**src/rtl/dtsp_pkg.sv**
```systemverilog
// Shared types, constants and helper functions of the date/time string parser.
package dtsp_pkg;

	// Field widths
	localparam int unsigned CharW   = 8;
	localparam int unsigned ValueW  = 21;
	localparam int unsigned MagW    = 20;
	localparam int unsigned ProdW   = 24;
	localparam int unsigned ResW    = 5;
	localparam int unsigned OutW    = 64;

	// Magnitude ceiling of one field, and its residue modulo 25
	localparam logic [MagW-1:0] MagLimit    = 20'd999999;
	localparam logic [ResW-1:0] MagLimitRes = 5'd24;

	// Character codes
	localparam logic [CharW-1:0] ChNul    = 8'h00;
	localparam logic [CharW-1:0] ChTab    = 8'h09;
	localparam logic [CharW-1:0] ChCr     = 8'h0D;
	localparam logic [CharW-1:0] ChSpace  = 8'h20;
	localparam logic [CharW-1:0] ChPlus   = 8'h2B;
	localparam logic [CharW-1:0] ChMinus  = 8'h2D;
	localparam logic [CharW-1:0] ChDot    = 8'h2E;
	localparam logic [CharW-1:0] ChZero   = 8'h30;
	localparam logic [CharW-1:0] ChNine   = 8'h39;
	localparam logic [CharW-1:0] ChColon  = 8'h3A;

	// Field index codes
	localparam logic [1:0] FldFirst  = 2'd0;
	localparam logic [1:0] FldSecond = 2'd1;
	localparam logic [1:0] FldThird  = 2'd2;
	localparam logic [1:0] FldClosed = 2'd3;

	// Validation limits
	localparam logic signed [ValueW-1:0] MonthMin    = 21'sd1;
	localparam logic signed [ValueW-1:0] MonthMax    = 21'sd12;
	localparam logic signed [ValueW-1:0] MonthFeb    = 21'sd2;
	localparam logic signed [ValueW-1:0] DayMin      = 21'sd1;
	localparam logic signed [ValueW-1:0] HourLimit   = 21'sd24;
	localparam logic signed [ValueW-1:0] MinSecLimit = 21'sd60;
	localparam logic [4:0]               FebLeapDays = 5'd29;
	localparam logic [4:0]               FebDays     = 5'd28;

	// Format selected by the configuration register
	typedef enum logic {
		FMT_DATE = 1'b0,
		FMT_TIME = 1'b1
	} mode_t;

	// Conversion phase of the current field
	typedef enum logic [3:0] {
		PH_SKIP   = 4'b0001,
		PH_SIGN   = 4'b0010,
		PH_DIGITS = 4'b0100,
		PH_DONE   = 4'b1000
	} phase_t;

	// Values handed to the validator
	typedef struct packed {
		mode_t                    mode;
		logic signed [ValueW-1:0] v0;
		logic signed [ValueW-1:0] v1;
		logic signed [ValueW-1:0] v2;
		logic                     year_div25;
	} check_in_t;

	// Days in a month; codes outside 1..12 give zero
	function automatic logic [4:0] days_in_month(input logic [3:0] m);
		logic [4:0] d;
		case (m)
			4'd1, 4'd3, 4'd5, 4'd7, 4'd8, 4'd10, 4'd12: d = 5'd31;
			4'd4, 4'd6, 4'd9, 4'd11:                    d = 5'd30;
			4'd2:                                       d = FebDays;
			default:                                    d = 5'd0;
		endcase
		return d;
	endfunction

	// Residue modulo 25 of a value below 250, by reciprocal multiply
	function automatic logic [ResW-1:0] mod25(input logic [7:0] v);
		logic [13:0] p;
		logic [3:0]  q;
		logic [7:0]  r;
		p = {6'b0, v} * 14'd41;
		q = p[13:10];
		r = v - ({4'b0, q} * 8'd25);
		return r[ResW-1:0];
	endfunction

	// Whitespace as the C library knows it
	function automatic logic is_space(input logic [CharW-1:0] c);
		return (c == ChSpace) || ((c >= ChTab) && (c <= ChCr));
	endfunction

endpackage

```
**src/rtl/date_time_string_parse_validate_unit.sv**
```systemverilog
// Top level: character-stream parser for date and time strings with validation.
// When the NUL item that ends a string is accepted, its result is registered into the output
// buffer. Throughput: one character item per cycle while the skid entry is free.
// A two-entry output buffer lets the input side keep running while a result waits; the input
// stalls only when both entries are full.
// Reset (arst_n low) clears the parse state, selects date format and empties the output buffer.
module date_time_string_parse_validate_unit (
	input  logic        clk,
	input  logic        arst_n,
	input  logic        s_tvalid,
	output logic        s_tready,
	input  logic [7:0]  s_tdata,   // [7:0] char_code
	output logic        m_tvalid,
	input  logic        m_tready,
	output logic [63:0] m_tdata,   // [20:0] first_value, [41:21] second_value,
	                               // [62:42] third_value, [63] zero
	output logic [0:0]  m_tuser,   // [0] valid_res
	input  logic        cfg_valid,
	output logic        cfg_ready,
	input  logic        cfg_data   // format_mode
);

	localparam int unsigned VW = dtsp_pkg::ValueW;

	// Configuration and parse state
	dtsp_pkg::mode_t               mode_q;
	logic [1:0]                    field_q, field_d;
	dtsp_pkg::phase_t              phase_q, phase_d;
	logic                          neg_q, neg_d;
	logic [dtsp_pkg::MagW-1:0]     mag_q, mag_d;
	logic [dtsp_pkg::ResW-1:0]     res_q, res_d;
	logic signed [VW-1:0]          fin0_q, fin0_d;
	logic signed [VW-1:0]          fin1_q, fin1_d;

	// Output buffer: main entry and skid entry
	logic                          out_valid_q;
	logic [dtsp_pkg::OutW-1:0]     out_data_q;
	logic                          out_flag_q;
	logic                          skid_valid_q;
	logic [dtsp_pkg::OutW-1:0]     skid_data_q;
	logic                          skid_flag_q;

	logic                          accept;
	logic                          produce;
	logic [dtsp_pkg::CharW-1:0]    ch;
	logic [dtsp_pkg::CharW-1:0]    delim;
	logic                          is_digit;
	logic [3:0]                    digit;
	logic [dtsp_pkg::ProdW-1:0]    prod;
	logic                          sat;
	logic [7:0]                    res_sum;
	logic signed [VW-1:0]          cur_val;
	dtsp_pkg::check_in_t           chk;
	logic                          ok;
	logic [dtsp_pkg::OutW-1:0]     new_data;

	assign cfg_ready = 1'b1;
	assign s_tready  = !skid_valid_q;
	assign accept    = s_tvalid && s_tready;
	assign ch        = s_tdata;
	assign produce   = accept && (ch == dtsp_pkg::ChNul);

	assign delim    = (mode_q == dtsp_pkg::FMT_TIME) ? dtsp_pkg::ChColon : dtsp_pkg::ChDot;
	assign is_digit = (ch >= dtsp_pkg::ChZero) && (ch <= dtsp_pkg::ChNine);
	assign digit    = 4'(ch - dtsp_pkg::ChZero);

	// Accumulate one decimal digit, saturating, with the running residue mod 25
	assign prod    = ({4'b0, mag_q} * 24'd10) + {20'b0, digit};
	assign sat     = prod > {4'b0, dtsp_pkg::MagLimit};
	assign res_sum = ({3'b0, res_q} * 8'd10) + {4'b0, digit};

	// Signed value of the field in progress
	assign cur_val = neg_q ? -$signed({1'b0, mag_q}) : $signed({1'b0, mag_q});

	// Assemble the three values the string ends with
	always_comb begin
		chk.mode       = mode_q;
		chk.v0         = (field_q == dtsp_pkg::FldFirst) ? cur_val : fin0_q;
		chk.v1         = '0;
		chk.v2         = '0;
		chk.year_div25 = 1'b1;
		if (field_q == dtsp_pkg::FldSecond) begin
			chk.v1 = cur_val;
		end else if (field_q != dtsp_pkg::FldFirst) begin
			chk.v1         = fin1_q;
			chk.v2         = cur_val;
			chk.year_div25 = (res_q == '0);
		end
	end

	dtsp_validate u_validate (
		.chk (chk),
		.ok  (ok)
	);

	assign new_data = {1'b0, chk.v2, chk.v1, chk.v0};

	// Next parse state for an accepted item
	always_comb begin
		field_d = field_q;
		phase_d = phase_q;
		neg_d   = neg_q;
		mag_d   = mag_q;
		res_d   = res_q;
		fin0_d  = fin0_q;
		fin1_d  = fin1_q;
		if (ch == dtsp_pkg::ChNul) begin
			field_d = dtsp_pkg::FldFirst;
			phase_d = dtsp_pkg::PH_SKIP;
			neg_d   = 1'b0;
			mag_d   = '0;
			res_d   = '0;
			fin0_d  = '0;
			fin1_d  = '0;
		end else if (field_q == dtsp_pkg::FldClosed) begin
			// ignore everything up to the end of the string
		end else if (ch == delim) begin
			if (field_q == dtsp_pkg::FldThird) begin
				field_d = dtsp_pkg::FldClosed;
				phase_d = dtsp_pkg::PH_DONE;
			end else begin
				if (field_q == dtsp_pkg::FldFirst) begin
					fin0_d = cur_val;
				end else begin
					fin1_d = cur_val;
				end
				field_d = field_q + 2'd1;
				phase_d = dtsp_pkg::PH_SKIP;
				neg_d   = 1'b0;
				mag_d   = '0;
				res_d   = '0;
			end
		end else if (is_digit) begin
			if (phase_q != dtsp_pkg::PH_DONE) begin
				mag_d   = sat ? dtsp_pkg::MagLimit : prod[dtsp_pkg::MagW-1:0];
				res_d   = sat ? dtsp_pkg::MagLimitRes : dtsp_pkg::mod25(res_sum);
				phase_d = dtsp_pkg::PH_DIGITS;
			end
		end else if ((phase_q == dtsp_pkg::PH_SKIP) && dtsp_pkg::is_space(ch)) begin
			// skip leading whitespace
		end else if ((phase_q == dtsp_pkg::PH_SKIP)
			&& ((ch == dtsp_pkg::ChPlus) || (ch == dtsp_pkg::ChMinus))) begin
			neg_d   = (ch == dtsp_pkg::ChMinus);
			phase_d = dtsp_pkg::PH_SIGN;
		end else begin
			phase_d = dtsp_pkg::PH_DONE;
		end
	end

	// Hold the format register
	always_ff @(posedge clk or negedge arst_n) begin
		if (!arst_n) begin
			mode_q <= dtsp_pkg::FMT_DATE;
		end else if (cfg_valid && cfg_ready) begin
			mode_q <= dtsp_pkg::mode_t'(cfg_data);
		end
	end

	// Advance the parse state on every accepted item
	always_ff @(posedge clk or negedge arst_n) begin
		if (!arst_n) begin
			field_q <= dtsp_pkg::FldFirst;
			phase_q <= dtsp_pkg::PH_SKIP;
			neg_q   <= 1'b0;
			mag_q   <= '0;
			res_q   <= '0;
			fin0_q  <= '0;
			fin1_q  <= '0;
		end else if (accept) begin
			field_q <= field_d;
			phase_q <= phase_d;
			neg_q   <= neg_d;
			mag_q   <= mag_d;
			res_q   <= res_d;
			fin0_q  <= fin0_d;
			fin1_q  <= fin1_d;
		end
	end

	// Output buffer control
	always_ff @(posedge clk or negedge arst_n) begin
		if (!arst_n) begin
			out_valid_q  <= 1'b0;
			skid_valid_q <= 1'b0;
		end else if (out_valid_q && m_tready) begin
			// main entry drains; refill from skid or from a new result
			out_valid_q  <= skid_valid_q || produce;
			skid_valid_q <= 1'b0;
		end else if (produce) begin
			if (out_valid_q) begin
				skid_valid_q <= 1'b1;
			end else begin
				out_valid_q <= 1'b1;
			end
		end
	end

	// Output buffer payload
	always_ff @(posedge clk) begin
		if (out_valid_q && m_tready) begin
			if (skid_valid_q) begin
				out_data_q <= skid_data_q;
				out_flag_q <= skid_flag_q;
			end else if (produce) begin
				out_data_q <= new_data;
				out_flag_q <= ok;
			end
		end else if (produce) begin
			if (out_valid_q) begin
				skid_data_q <= new_data;
				skid_flag_q <= ok;
			end else begin
				out_data_q <= new_data;
				out_flag_q <= ok;
			end
		end
	end

	assign m_tvalid   = out_valid_q;
	assign m_tdata    = out_data_q;
	assign m_tuser[0] = out_flag_q;

endmodule

```
**src/rtl/dtsp_validate.sv**
```systemverilog
// Calendar and clock range checks on the three parsed values.
module dtsp_validate (
	input  dtsp_pkg::check_in_t chk,
	output logic                ok
);

	logic       div4;
	logic       div16;
	logic       leap;
	logic       month_ok;
	logic [4:0] limit;
	logic       day_ok;
	logic       date_ok;
	logic       time_ok;

	// Leap rule from low bits and the residue modulo 25
	assign div4  = (chk.v2[1:0] == 2'b00);
	assign div16 = (chk.v2[3:0] == 4'b0000);
	assign leap  = (div4 && !chk.year_div25) || (div16 && chk.year_div25);

	// Check day against the length of the month
	always_comb begin
		month_ok = (chk.v1 >= dtsp_pkg::MonthMin) && (chk.v1 <= dtsp_pkg::MonthMax);
		limit    = dtsp_pkg::days_in_month(chk.v1[3:0]);
		if ((chk.v1 == dtsp_pkg::MonthFeb) && leap) begin
			limit = dtsp_pkg::FebLeapDays;
		end
		day_ok  = (chk.v0 >= dtsp_pkg::DayMin) && (chk.v0 <= $signed({16'b0, limit}));
		date_ok = month_ok && day_ok;
	end

	// Check hour, minute and second ranges
	assign time_ok = (chk.v0 >= 0) && (chk.v0 < dtsp_pkg::HourLimit)
		&& (chk.v1 >= 0) && (chk.v1 < dtsp_pkg::MinSecLimit)
		&& (chk.v2 >= 0) && (chk.v2 < dtsp_pkg::MinSecLimit);

	assign ok = (chk.mode == dtsp_pkg::FMT_TIME) ? time_ok : date_ok;

endmodule

```
**config.mk**
```make
export PLATFORM = sky130hd
export DESIGN_NAME = date_time_string_parse_validate_unit
export DESIGN_NICKNAME = d
export VERILOG_FILES = /design/src/rtl/dtsp_pkg.sv /design/src/rtl/date_time_string_parse_validate_unit.sv /design/src/rtl/dtsp_validate.sv
export SDC_FILE = /design/constraint.sdc
export NUM_CORES = 1
export LEC_CHECK = 0
export BUFFER_PORTS_ARGS = -buffer_cell sky130_fd_sc_hd__buf_2
export CORE_MARGIN = 3
export CORE_UTILIZATION = 46
export CTS_CLUSTER_DIAMETER = 200
export DETAILED_ROUTE_END_ITERATION = 10
export SLEW_MARGIN = 20
export SYNTH_ARGS = -nofsm -noshare
export SYNTH_HDL_FRONTEND = slang
export SYNTH_HIERARCHICAL = 1
export SYNTH_SLANG_ARGS = --single-unit
```
**constraint.sdc**
```tcl
create_clock -name clk -period 8.7 [get_ports clk]
set_clock_uncertainty 0.05 [all_clocks]
set_input_delay 2.175 -clock clk [delete_from_list [all_inputs] [get_ports clk]]
set_output_delay 2.175 -clock clk [all_outputs]
set_load 0.02 [all_outputs]
```
Word level (Yosys, flattened, before mapping)
Memories as Yosys holds them, arrays and structs flattened.
Cells that the tools add are included.
{"block": "totals", "word_cells": 171, "rom_bits": 80, "n_memories": 1, "regBits": 206, "input_bits": 14, "out_inout_bits": 68}
{"memory": "(name not given)", "words": 16, "width": 5, "rd": 1, "rd_ports_with_merged_regs": 0, "write_ports": 0, "line": "dtsp_pkg.sv:70", "source": "case (m)"}
{"block": "op_classes", "n_mux": 65, "order_cmp": 15, "n_addsub": 6, "mul": 4, "reduce_logical": 46, "eq_ne": 19, "bitwise_logic": 1}
{"op": "$mux W64", "count": 5}
{"op": "$mux W21", "count": 12}
{"op": "$mux W20", "count": 7}
{"op": "$ge A21 B1 Y1 const B", "count": 3}
{"op": "$mux W5", "count": 9}
{"op": "$mux W43", "count": 1}
{"op": "$ge A21 B2 Y1 const B", "count": 2}
{"op": "$lt A21 B7 Y1 const B", "count": 2}
{"op": "$mux W4", "count": 8}
{"op": "$add A24 B4 Y24", "count": 1}
{"op": "$eq A8 B6 Y1 const B", "count": 3}
{"op": "$gt A24 B20 Y1 const B", "count": 1}
{"op": "$mul A20 B3 Y23 const B", "count": 1}
{"op": "$mux W22", "count": 1}
{"op": "$eq A21 B3 Y1 const B", "count": 1}
{"op": "$le A21 B5 Y1 const B", "count": 1}
{"op": "$le A21 B6 Y1", "count": 1}
{"op": "$lt A21 B6 Y1 const B", "count": 1}
{"op": "$neg A20 Y21", "count": 1}
{"op": "$logic_and A1 B1 Y1", "count": 18}
{"op": "$mux W1", "count": 18}
{"op": "$mul A8 B6 Y14 const B", "count": 1}
{"op": "$reduce_and A5 Y1", "count": 2}
{"op": "$reduce_bool A2 Y1", "count": 5}
{"op": "33 further kinds", "count": 51}

Longest topological paths before layout
{"block": "logic_depth", "depth_word": 16, "ltp_mapped": 29, "mapped_depth_nobuf": 29}

Modules after synthesis
The synthesis kept the hierarchy.
{"module": "date_time_string_parse_validate_unit", "cells_each": 1184, "area_per_inst_um2": 12044.1, "seq_area_each_um2": 5771.8, "n_inst": 1}
{"module": "dtsp_validate", "cells_each": 52, "area_per_inst_um2": 365.4, "seq_area_each_um2": 0.0, "n_inst": 1}

Worst setup path after synthesis
No wires, ideal clock.
{"block": "synth_timing", "path_kind": "in2reg", "from": "in s_tdata[0]", "to": "reg skid_data_q[0] in the netlist's numbering (enable)", "required_ns": 8.005, "path_stages": 4, "n_path_buf": 1, "setup_time_ns": 0.645, "slack_ns": -0.960, "t_arrival_ns": 8.966, "path_cell_list": "clkbuf_1 nor3_1 nand3_1 nor4_1"}
{"block": "synth_via", "elab_chain_cells": 3}
{"element": "start, declared", "line": "date_time_string_parse_validate_unit.sv:12", "source": "input logic [7:0] s_tdata,"}
{"element": "$logic_not A8 Y1", "line": "date_time_string_parse_validate_unit.sv:61", "source": "assign produce = accept && (ch == dtsp_pkg::ChNul);"}
{"element": "$logic_and A1 B1 Y1", "line": "date_time_string_parse_validate_unit.sv:61"}
{"element": "$reduce_and A3 Y1 (no source line)"}
{"element": "end signal, assigned", "line": "date_time_string_parse_validate_unit.sv:210", "source": "skid_data_q <= new_data;"}
{"element": "end, declared", "line": "date_time_string_parse_validate_unit.sv:40", "source": "logic [dtsp_pkg::OutW-1:0] skid_data_q;"}
Every way passes these cells.
A chain may end at the register's enable or synchronous reset.

Worst setup path after layout
{"block": "layout_timing", "from": "in s_tdata[1]", "to": "reg res_q[4] in the netlist's numbering"}
{"block": "layout_via", "elab_chain_cells": 11, "elab_cells_between_ends": 23, "cone_classes": "add/sub (4); mul (2); order compare (3); eq/ne (3); mux (6); reduce/logical (5)"}
{"element": "$sub A4 B1 Y4", "line": "date_time_string_parse_validate_unit.sv:65", "source": "assign digit = 4'(ch - dtsp_pkg::ChZero);"}
{"element": "$add A8 B4 Y8", "line": "date_time_string_parse_validate_unit.sv:70", "source": "assign res_sum = ({3'b0, res_q} * 8'd10) + {4'b0, digit};"}
{"element": "$mul A8 B6 Y14", "line": "dtsp_pkg.sv:84", "source": "p = {6'b0, v} * 14'd41;"}
{"element": "$mul A4 B5 Y5", "line": "dtsp_pkg.sv:86", "source": "r = v - ({4'b0, q} * 8'd25);"}
{"element": "$sub A5 B5 Y5", "line": "dtsp_pkg.sv:86"}
{"element": "$mux W5", "line": "date_time_string_parse_validate_unit.sv:136", "source": "res_d = sat ? dtsp_pkg::MagLimitRes : dtsp_pkg::mod25(res_sum);"}
{"element": "$mux W5", "line": "date_time_string_parse_validate_unit.sv:134", "source": "if (phase_q != dtsp_pkg::PH_DONE) begin"}
{"element": "$mux W5", "line": "date_time_string_parse_validate_unit.sv:133", "source": "end else if (is_digit) begin"}
{"element": "$mux W5", "line": "date_time_string_parse_validate_unit.sv:117", "source": "end else if (ch == delim) begin"}
{"element": "$mux W5", "line": "date_time_string_parse_validate_unit.sv:115", "source": "end else if (field_q == dtsp_pkg::FldClosed) begin"}
{"element": "$mux W5", "line": "date_time_string_parse_validate_unit.sv:107", "source": "if (ch == dtsp_pkg::ChNul) begin"}
{"element": "end signal, assigned", "line": "date_time_string_parse_validate_unit.sv:174", "source": "res_q <= res_d;"}
{"element": "end, declared", "line": "date_time_string_parse_validate_unit.sv:31", "source": "logic [dtsp_pkg::ResW-1:0] res_q, res_d;"}
Several ways; a longest one is shown, not always the timed one. The select of a mux whose other input is x is not followed.

==> results.json <==
{
  "nNetsFinal": 1408,
  "dieArea_um2": 29000,
  "async_flop_share_pct": 37.6,
  "fin_crit_sh_pct": 89.4,
  "reg2reg_to": "res_q[4]$_DFFE_PN0P_",
  "slew_headroom_pct": 30.7,
  "r2r_cells": 26,
  "crit_path_frequent_cell": "ha_1",
  "htreeDepth": 1,
  "critPathRequiredTime_ns": 9.02,
  "synth_edf_count": 128,
  "p_seq_share_pct": 25.0,
  "drtAntennaViolNets": 0,
  "dp_cells": 1608,
  "final_common_cell": "nand2_1",
  "postCtsResizedCells": 0,
  "maxCapViolCount": 0,
  "cp_slowest_cell": "fa_1",
  "p_int_mw": 2.66,
  "grt_pass1_vias": 8800,
  "cts_buffer_depth": 3,
  "worstSetupStartpointType": "primary input",
  "initial_core_util_pct": 47.2,
  "syn_area_per_cell_um2": 10.0,
  "post_dp_cell_area_um2": 13200,
  "wire_per_inst_um": 18.0,
  "post-route-min-period_ns": 7.78,
  "syn-num-nets": 1347,
  "leakage_nw": 5.90,
  "cts_setup_buffers": 0,
  "tightest_slew_ns": 1.04,
  "syn_area_um2": 12400,
  "multi_input_area_um2": 6290,
  "ctsHoldBuffers": 0,
  "yosysWarningCount": 6,
  "clockRootBuffer": "clkbuf_16",
  "drt_pass1_iterations": 5,
  "fin_tns_setup_ns": 0,
  "fmax_ghz": 0.129,
  "yosysTopAreaCell": "edfxtp_1",
  "r2r_start": "res_q[1]$_DFFE_PN0P_",
  "worstHoldStart": "fin0_q[1]$_DFFE_PN0P_",
  "grt.total_usage_pct": 20.4,
  "crit_arrival_ns": 8.09,
  "crit_buf_inv": 2,
  "synth_cell_types": 78,
  "dieWidth_um": 170,
  "switching_share_pct": 41.3,
  "grt_overflow_total": 0,
  "r2r_slack_ns": 1.83,
  "slew_viol_final": 0,
  "hp-class": "reg -> reg",
  "drt-initial-drc-count": 732,
  "peakVddDrop_mv": 1.08,
  "regArea_um2": 5770,
  "power_density_nw_per_um2": 326,
  "num_antenna_cells": 0,
  "drc": 0,
  "p_switching_mw": 1.87,
  "setup.worst_path.class": "in -> reg",
  "ys_ff_latch": 205,
  "fp.dieH_um": 170,
  "combPwrFrac_pct": 54.8,
  "io_pins": 82,
  "cts_tree": "built",
  "io_buffers": 79,
  "run_status": "complete, no violations",
  "gp_congestion": 0.861,
  "path_clk_slew_ns": 0.06,
  "antenna_found_initial": 0,
  "layoutNonFillerInstCount": 1648,
  "ys.flop_type": "edfxtp_1",
  "grt_max_degree": 78,
  "hold-path-endpoint": "fin0_q[1]$_DFFE_PN0P_",
  "synth_area_leaders": "edfxtp_1 (31%), dfrtp_1 (15%), ha_1 (9.1%)",
  "rows": 59,
  "yosysTopAreaCellShare_pct": 31.0,
  "wirelength_um": 29700,
  "ys_seq_area_share_pct": 46.5,
  "cpLargestDelayFamily": "adder cells",
  "grt_pass1_wl_um": 48200,
  "clock_latency_ns": 0.51,
  "hold_viol_final": 0,
  "rsz0062_at_grt": "false",
  "final_area_um2": 13900,
  "setup_viol_count_final": 0,
  "numClockSinks": 205,
  "area_growth_pct": 11.8,
  "holdWs_ns": 0.422,
  "final_cell_mix": "nand2_1 (199), o21ai_0 (129), edfxtp_1 (128), ha_1 (90), nor2_1 (85)",
  "drive_gt1_share_pct": 14.9,
  "core_um2": 26300,
  "viasPerCell": 5.72,
  "via_count": 9426,
  "n_fill_cell": 2392,
  "hold_depth": 2,
  "syn_inst": 1236,
  "hpwl_um": 21600,
  "numCtsBuffers": 22,
  "critPathMaxStageDelay_ns": 0.48,
  "pwr-share-clk_pct": 20.2,
  "worst_setup_path_end_kind": "register",
  "crit_fanout": 9
}
## per-stage QoR
stage	utilization, %	power, mW	setup slack, ns
2_1_floorplan	-	3.06	0.998
3_3_place_gp	50.0	3.52	0.579
3_5_place_dp	50.0	3.62	0.407
4_1_cts	52.8	4.57	0.899
5_1_grt	52.8	4.98	0.513
6_report	52.8	4.53	0.923
## cell families (layout without fill, tap and decap cells)
family / count (synthesis) / in the layout / synth area share [%]
AOI/OAI and AO/OA: 288 / 288 / 15.1
xor gates and xnor gates: 76 / 76 / 5.42
adders and majority gates: 97 / 97 / 10.2
buffers and inverters: 100 / 177 / 3.26
DFF: 205 / 205 / 46.5
muxes: 37 / 37 / 3.33
other: 2 / 2 / 0.0605
and+or+nand+nor: 431 / 431 / 16.1
## Yosys cell counts, drive strengths merged, types with 4 or more instances
cell,count
o31a,4
fa,7
and2,5
a32o,8
o211ai,5
nor4,22
o21ai,133
or4,9
mux2,34
a211oi,13
xor2,41
edfxtp,128
nor3,15
or2,7
a21o,20
xnor2,35
o311ai,4
nand2,200
inv,41
and3,5
nand3,32
nor4b,4
buf,12
and4,6
o31ai,27
clkbuf,47
o211a,4
ha,90
a31oi,8
a21oi,32
or3,5
nor2,85
nand4,23
dfrtp,76
a2111oi,4
## power groups by stage
stage / combinational (mW) / clock [mW] / sequential (mW)
after global placement: 2.37 / 0 / 1.15
after detailed placement: 2.47 / 0 / 1.15
after CTS: 2.50 / 0.934 / 1.13
after global routing: 2.87 / 0.976 / 1.14
final: 2.48 / 0.916 / 1.13
after floorplan: 1.93 / 0 / 1.13
## worst max path at each step
stage	cells after the start	startpoint	slack, ns	end
6_report	25	s_tdata[1]	0.92	res_q[4]$_DFFE_PN0P_
3_3_place_gp	27	s_tdata[1]	0.58	res_q[4]$_DFFE_PN0P_
2_1_floorplan	24	s_tdata[1]	1.0	res_q[4]$_DFFE_PN0P_
4_1_cts	25	s_tdata[1]	0.90	res_q[4]$_DFFE_PN0P_
5_1_grt	25	s_tdata[1]	0.51	res_q[4]$_DFFE_PN0P_
3_5_place_dp	27	s_tdata[1]	0.41	res_q[4]$_DFFE_PN0P_
## layout make-up
| cell class | instances | area share (%) |
|---|---|---|
| clock buffer | 25 | 4.05 |
| clock inverter | 15 | 1.09 |
| inverter | 41 | 1.11 |
| multi-input combinational | 931 | 45.3 |
| sequential | 205 | 41.6 |
| tap | 335 | 3.02 |
| timing repair buffer | 96 | 3.81 |
## worst register-to-register path: stages (launching register included)
cell and delay (ns):
dfrtp_1 0.46, ha_1 0.35, ha_1 0.22, fa_1 0.57
nand2_1 0.08, nor2_1 0.13, xor2_1 0.33, fa_1 0.47
ha_1 0.32, ha_1 0.29, and4_1 0.20, a21oi_1 0.13
o21ai_0 0.10, a21o_1 0.21, xor2_1 0.20, ha_1 0.24
fa_1 0.48, inv_1 0.07, fa_1 0.47, a211oi_1 0.31
xnor2_1 0.18, xnor2_1 0.15, xnor2_1 0.15, xnor2_1 0.16
nand2_1 0.12, nor4b_2 0.21, a221oi_1 0.07
## state kept, by name, summed over array words and instances, names as in the netlist
signal,cells
field_q,2
fin0_q,21
fin1_q,21
m_tdata,63
m_tuser,1
m_tvalid,1
mag_q,20
mode_q,1
neg_q,1
phase_q,4
res_q,5
skid_data_q,63
skid_flag_q,1
skid_valid_q,1
## layer usage
metal	vias up	wire length (µm)	global-route usage (%)
li1	4649	-	-
met1	4507	14600	30.7
met2	236	13300	32.0
met3	34	1250	1.90
met4	0	601	4.97
met5	-	0	0
Note: power is estimated with default switching activity, not from simulation.
